**src/rtl/core/c3x3_pkg.sv**
```systemverilog
// Shared constants, types and register codes of the 3x3 convolution filter.
// Used by every module of the filter core; depends on nothing.
package c3x3_pkg;

  // Frame geometry and coefficient format
  localparam int MaxWidth  = 1024;
  localparam int MaxHeight = 1024;
  localparam int CoefBits  = 8;

  localparam int ColW  = $clog2(MaxWidth);
  localparam int RowW  = $clog2(MaxHeight);
  localparam int SizeW = 11;
  localparam int PixW  = 8;
  localparam int Taps  = 9;

  // Configuration port
  localparam int CfgIdxW  = 3;
  localparam int CfgDataW = 24;
  localparam int CoefRegW = 3 * CoefBits;

  typedef enum logic [CfgIdxW-1:0] {
    RegImageWidth  = 3'd0,
    RegImageHeight = 3'd1,
    RegCoefLeft    = 3'd2,
    RegCoefMid     = 3'd3,
    RegCoefRight   = 3'd4
  } cfg_reg_e;

  // Arithmetic widths: product, nine-term sum, magnitude of the sum
  localparam int ProdW = CoefBits + PixW + 1;
  localparam int SumW  = ProdW + 4;
  localparam int AbsW  = SumW - 1;

  // Divide by nine as multiply by ceil(2^k / 9); exact for magnitudes below 2^AbsW
  localparam int RecipShift = AbsW + 3;
  localparam logic [AbsW-1:0] RecipNine =
    AbsW'(((longint'(1) << RecipShift) + longint'(8)) / longint'(9));

  // Output stream packing
  localparam int OutBits  = ColW + RowW + PixW;
  localparam int OutDataW = ((OutBits + 7) / 8) * 8;

  typedef logic [Taps-1:0][PixW-1:0]     pix_arr_t;
  typedef logic [Taps-1:0][CoefBits-1:0] coef_arr_t;

  // Sideband that travels with a result through the arithmetic stages
  typedef struct packed {
    logic [ColW-1:0] out_x;
    logic [RowW-1:0] out_y;
    logic            frame_done;
  } side_t;

endpackage

```
**src/rtl/core/c3x3_mac.sv**
```systemverilog
// Weighted sum of a 3x3 window and division by nine toward zero.
// Two register stages (products, then signed magnitude); depends on c3x3_pkg.
module c3x3_mac (
  input  logic                          clk_i,
  input  logic                          rst_ni,
  input  logic                          en_i,
  input  logic                          valid_i,
  input  c3x3_pkg::side_t               side_i,
  input  c3x3_pkg::pix_arr_t            pix_i,
  input  c3x3_pkg::coef_arr_t           coef_i,
  output logic                          valid_o,
  output c3x3_pkg::side_t               side_o,
  output logic [c3x3_pkg::PixW-1:0]     filtered_o
);
  import c3x3_pkg::*;

  logic signed [ProdW-1:0] prod_d [Taps];
  logic signed [ProdW-1:0] prod_q [Taps];
  logic                    valid2_q;
  side_t                   side2_q;

  logic signed [SumW-1:0]  sum;
  logic signed [SumW-1:0]  mag;
  logic [AbsW-1:0]         abs_d;
  logic [AbsW-1:0]         abs_q;
  logic                    neg_q;
  logic                    valid3_q;
  side_t                   side3_q;

  logic [2*AbsW-1:0]       scaled;
  logic [PixW-1:0]         quo_lo;

  // Nine coefficient-times-pixel products
  always_comb begin
    for (int i = 0; i < Taps; i++) begin
      prod_d[i] = ProdW'($signed({1'b0, pix_i[i]})) * ProdW'($signed(coef_i[i]));
    end
  end

  always_ff @(posedge clk_i) begin
    if (en_i) begin
      prod_q  <= prod_d;
      side2_q <= side_i;
    end
  end

  // Add the products and split into sign and magnitude
  always_comb begin
    sum = '0;
    for (int i = 0; i < Taps; i++) begin
      sum = sum + SumW'(prod_q[i]);
    end
    mag   = sum[SumW-1] ? -sum : sum;
    abs_d = mag[AbsW-1:0];
  end

  always_ff @(posedge clk_i) begin
    if (en_i) begin
      abs_q   <= abs_d;
      neg_q   <= sum[SumW-1];
      side3_q <= side2_q;
    end
  end

  // Stage valids
  always_ff @(posedge clk_i or negedge rst_ni) begin
    if (!rst_ni) begin
      valid2_q <= 1'b0;
      valid3_q <= 1'b0;
    end else if (en_i) begin
      valid2_q <= valid_i;
      valid3_q <= valid2_q;
    end
  end

  // Divide the magnitude by nine and restore the sign on the low bits
  assign scaled     = abs_q * RecipNine;
  assign quo_lo     = scaled[RecipShift +: PixW];
  assign filtered_o = neg_q ? (~quo_lo + 1'b1) : quo_lo;
  assign valid_o    = valid3_q;
  assign side_o     = side3_q;

endmodule

```
**config.mk**
```make
export PLATFORM = sky130hd
export DESIGN_NAME = c3x3_mac
export DESIGN_NICKNAME = d
export VERILOG_FILES = /design/src/rtl/core/c3x3_pkg.sv /design/src/rtl/core/c3x3_mac.sv
export SDC_FILE = /design/constraint.sdc
export NUM_CORES = 2
export LEC_CHECK = 0
export ABC_AREA = 1
export BUFFER_PORTS_ARGS = -buffer_cell sky130_fd_sc_hd__buf_2
export CORE_MARGIN = 2
export CORE_UTILIZATION = 50
export DETAILED_ROUTE_END_ITERATION = 12
export PLACE_DENSITY = 0.67
export SLEW_MARGIN = 5
export SYNTH_ARGS = -nofsm -noshare
export SYNTH_HDL_FRONTEND = slang
export SYNTH_SLANG_ARGS = --single-unit
```
**constraint.sdc**
```tcl
create_clock -name clk_i -period 7.64 [get_ports clk_i]
set_clock_uncertainty 0.2 [all_clocks]
set_input_delay 0.382 -clock clk_i [delete_from_list [all_inputs] [get_ports clk_i]]
set_output_delay 0.382 -clock clk_i [all_outputs]
set_load 0.01 [all_outputs]
```
Word level (Yosys, flattened, before mapping)
Cells that the tools add are included. Widths: inputs -> output; s select.

Bitwise operators: 1. Add/sub/neg operators: 10. Multipliers: 10. Multiplexer cells: 2.

Operator list (number): $mul 9x8->17 (9); $add 21x17->21 (4); $mul 20x18->29 const B (1); $add 20x17->21 (1); $add 19x17->20 (1); $mux 20 (1); $neg 20->20 (1); $add 18x17->19 (1); $add 17x17->18 (1); $add 8x1->8 const B (1); $mux 8 (1); $not 8->8 (1).

Logic and storage cells: 42. Bits of input ports: 169. Output and inout bits: 30. Bits in registers: 218.

Logic depth before layout (Yosys ltp)
Word-level depth: 10. Gate-level depth with buffers: 31.

Worst setup path after synthesis
No wires, ideal clock.

Path type: register -> output. Start: register abs_q[11]. End: output port filtered_o[6] (netlist bit). Setup slack: 1938 ps. Arrival time: 5120 ps. Required time: 7058 ps. Stages on the path, launching flop included: 23. Cell sequence: edfxtp_1 fa_1 ha_1 inv_1 fa_1 inv_1 fa_1 inv_1 fa_1 fa_1 inv_1 ha_1 nand2_1 nor2_1 nand2_1 nor2_1 nand2_1 nand3_1 nand2_1 nand2_1 nand3_1 o21ai_0 xor2_1.

Cells in the longest elaborated chain, start to end: 4.

RTL lines: from (decl) (line c3x3_mac.sv:25) `logic [AbsW-1:0] abs_q;`; from (signal assigned) (line c3x3_mac.sv:59) `abs_q <= abs_d;`; $mul 20x18->29 * (line c3x3_mac.sv:77) `assign scaled = abs_q * RecipNine;`; $not 8->8 (line c3x3_mac.sv:79) `assign filtered_o = neg_q ? (~quo_lo + 1'b1) : quo_lo;`; $add 8x1->8 (line c3x3_mac.sv:79); $mux 8 * (line c3x3_mac.sv:79); to (decl) (line c3x3_mac.sv:13) `output logic [c3x3_pkg::PixW-1:0] filtered_o`.

Mark *: on every way between the ends. The rest lies on a longest branch, timed or not.

Final worst setup path
Start: register abs_q[11]. End: output port filtered_o[7] (netlist bit).

The elaborated chain is that of the path after synthesis.

==> metrics <==
vias in the first global route 26.6k; CORE AREA roughly 70,000 um^2; CTS root buf clkbuf_16; vias per inst slightly below 5; kind of critical path flop to output pin; clk_lat worst skew between 0.5 and 0.6 ns; CP bufs+invs 6; Initial Utilization between 50 and 60%; dominant synthesized flop cell edfxtp_1; worst hold path class input port to flop; Final ANT Viol Nets 0; number of enable flip-flop cells after synthesis ~220; Worst Path Max Fanout 6; Final min period roughly 6.8 ns; #FFs+latches synth 218; antenna violations before repair 0; CP Data Required Time 7.06 ns; die width roughly 270 um; Final Hold Fails 0; H-Tree Depth 1; dpl cells ~5.2k; drt initial violations about 1.3k; top cell type by total area after synthesis fa_1; Most common cell on crit path nand2_1; layout cells sized above 1 under 10%; Slew @ Worst Pin 0.967 ns; Post-synth ARST share less than 1%; CTS tree built; Reg2Reg Depth 20; maxcap violations 0; Synth area leaders fa_1 30%, edfxtp_1 18%, ha_1 18%; Synth Net Count approximately 5.4k; drt total wl around 78 mm; Netlist cell types 38; share of the synthesized area in the top cell type between 20% and 30%; clock transition at the registers of the reported paths 0.07 ns; setup TNS 0 ns; WHS approximately 0.033 ns; height of the chip approximately 270 um; Nets approximately 5.5k; Yosys Warn Count 0; cell family with most CP delay adder cells; flop-to-flop setup slack slightly below 2 ns; cell count of the worst hold path 3; Port Buffer Count between 150 and 200; # IOs between 150 and 200; slowest stage delay, CP approximately 0.56 ns; # clock sinks around 220; R2R Path End abs_q[17]; Non-Filler Instances roughly 5.2k; critical path depth 27; Final GP Congestion a little over 0.9; Remaining DRCs 0; Final HPWL DP a little under 70 mm; remaining global-route overflow 0; Achievable Freq approximately 150 MHz; total inserted antenna cells 0; Detailed Routing Iterations Pass 1 6; Post CTS Setup Buffer Count 0; CTS resizes 0; crit path from abs_q[11]; syn avg cell area 8.67 um^2; Synth Cell Area around 36,000 um^2; Worst EP arrival around 6.2 ns; startpoint types flop; final max-slew violation count 0; commonest cells in the netlist 1,213 x inv_1, 888 x nand2_1, 539 x fa_1; Slowest cell on crit path fa_1; worst reg2reg startpoint prod_q[104]; most common cell in the netlist inv_1; overall die area ~74,000 um^2; CTS Buffer Depth 3; P&R area growth vs syn 7.54%; final setup fails 0; period utilization about 89%; status completed; final core area utilization a little over half; RSZ-0062 raised after global routing no; Wirelength per Cell about 15 um; Syn Inst Count around 4.2k; Worst Setup EP filtered_o[7]; Num CTS Buffers 26; register area share after synthesis 18.2%; total number of vias 25.4k; largest net degree at the start of global routing 77; FP Rows 98; Worst slew margin between 30% and 40%; CP Capture Type output pin; Overall Global Routing Usage a little over a fifth; first-pass GRT wire length between 100 and 150 mm
==> through the flow <==
stage	instance area (um^2)	setup slack [ns]
finish	38700	0.818
global route	38700	0.393
CTS	38700	0.773
detailed placement	37700	1.38
global placement	37700	1.42
floorplan	36000	1.94
==> cells in the final DEF, fill, tap and decap left out, drive strengths merged, types with 12 or more instances in the layout <==
| master | instances |
|---|---|
| fa | 539 |
| nor2 | 124 |
| edfxtp | 216 |
| nand2 | 891 |
| clkbuf | 30 |
| a21oi | 129 |
| ha | 512 |
| nand3 | 72 |
| o21ai | 53 |
| buf | 200 |
| nand4 | 18 |
| or2 | 52 |
| xor2 | 82 |
| inv | 1215 |
| dlygate4sd3 | 24 |
| clkinv | 12 |
| xnor2 | 46 |
==> kinds of logic (layout without fill, tap and decap cells) <==
kind of cell,after synthesis,after routing,share of synthesized area (%)
and+or+nand+nor,1180,1180,13.3
DFF,218,218,18.2
xor gates and xnor gates,128,128,3.17
buffers and inverters,1352,1485,14.2
adders and majority gates,1051,1051,47.8
AOI/OAI and AO/OA,225,225,3.46
==> flip-flops by register name (all words and copies together), names as in the netlist <==
name,cells
abs_q,20
neg_q,1
prod_q,153
side2_q,21
side_o,21
valid2_q,1
valid_o,1
==> repair_timing <==
item,in CTS,in global routing
endpoints found under the setup margin,0,0
hold endpoints to repair,24,0
hold buffers,24,0
==> how the worst min path moves through the flow <==
stage / startpoint / end / slack [ns]
detailed placement: rst_ni / valid_o / -0.03
floorplan: rst_ni / valid2_q / -0.11
global route: coef_i[56] / prod_q[17] / 0.04
finish: coef_i[16] / prod_q[102] / 0.03
CTS: coef_i[16] / prod_q[102] / 0.02
global placement: rst_ni / valid_o / -0.03
==> routing by layer <==
layer | routed length (um) | GRT usage, % | share of wire (%) | vias to the layer above
met3 | 2120 | 1.43 | 2.7 | 97
met2 | 41600 | 41.5 | 53 | 429
met1 | 32800 | 27.7 | 42 | 12300
met5 | 0 | 0 | 0 | -
li1 | - | - | - | 12500
met4 | 1660 | 4.27 | 2.1 | 0
==> cell type report <==
type                    instances  area [um^2]
clock buffers                  30          666
clock inverters                17          145
fillers                      6589        32600
inverters                    1214         4560
multi-input cells            2584        24400
flip-flops and latches        218         6540
well taps                     950         1190
repair buffers                224         1260
==> worst register-to-register path, cell delays in order (launching register included) <==
cell and delay (ns):
edfxtp_1 0.45, fa_1 0.65, fa_1 0.48, fa_1 0.54, inv_1 0.05, fa_1 0.47, inv_1 0.04, ha_1 0.23
fa_1 0.47, nand3_1 0.11, nand3_2 0.12, nand2_1 0.11, nand2_1 0.10, nand2_1 0.11, nand2_2 0.09, nand3_2 0.10
nand2_4 0.07, xor2_4 0.65, nand2_1 0.16, nand2_1 0.09, nand2_1 0.07
Power is left out: the tool's default activity adds up to more than one toggle a clock period on the data nets, which glitch-free logic cannot reach.
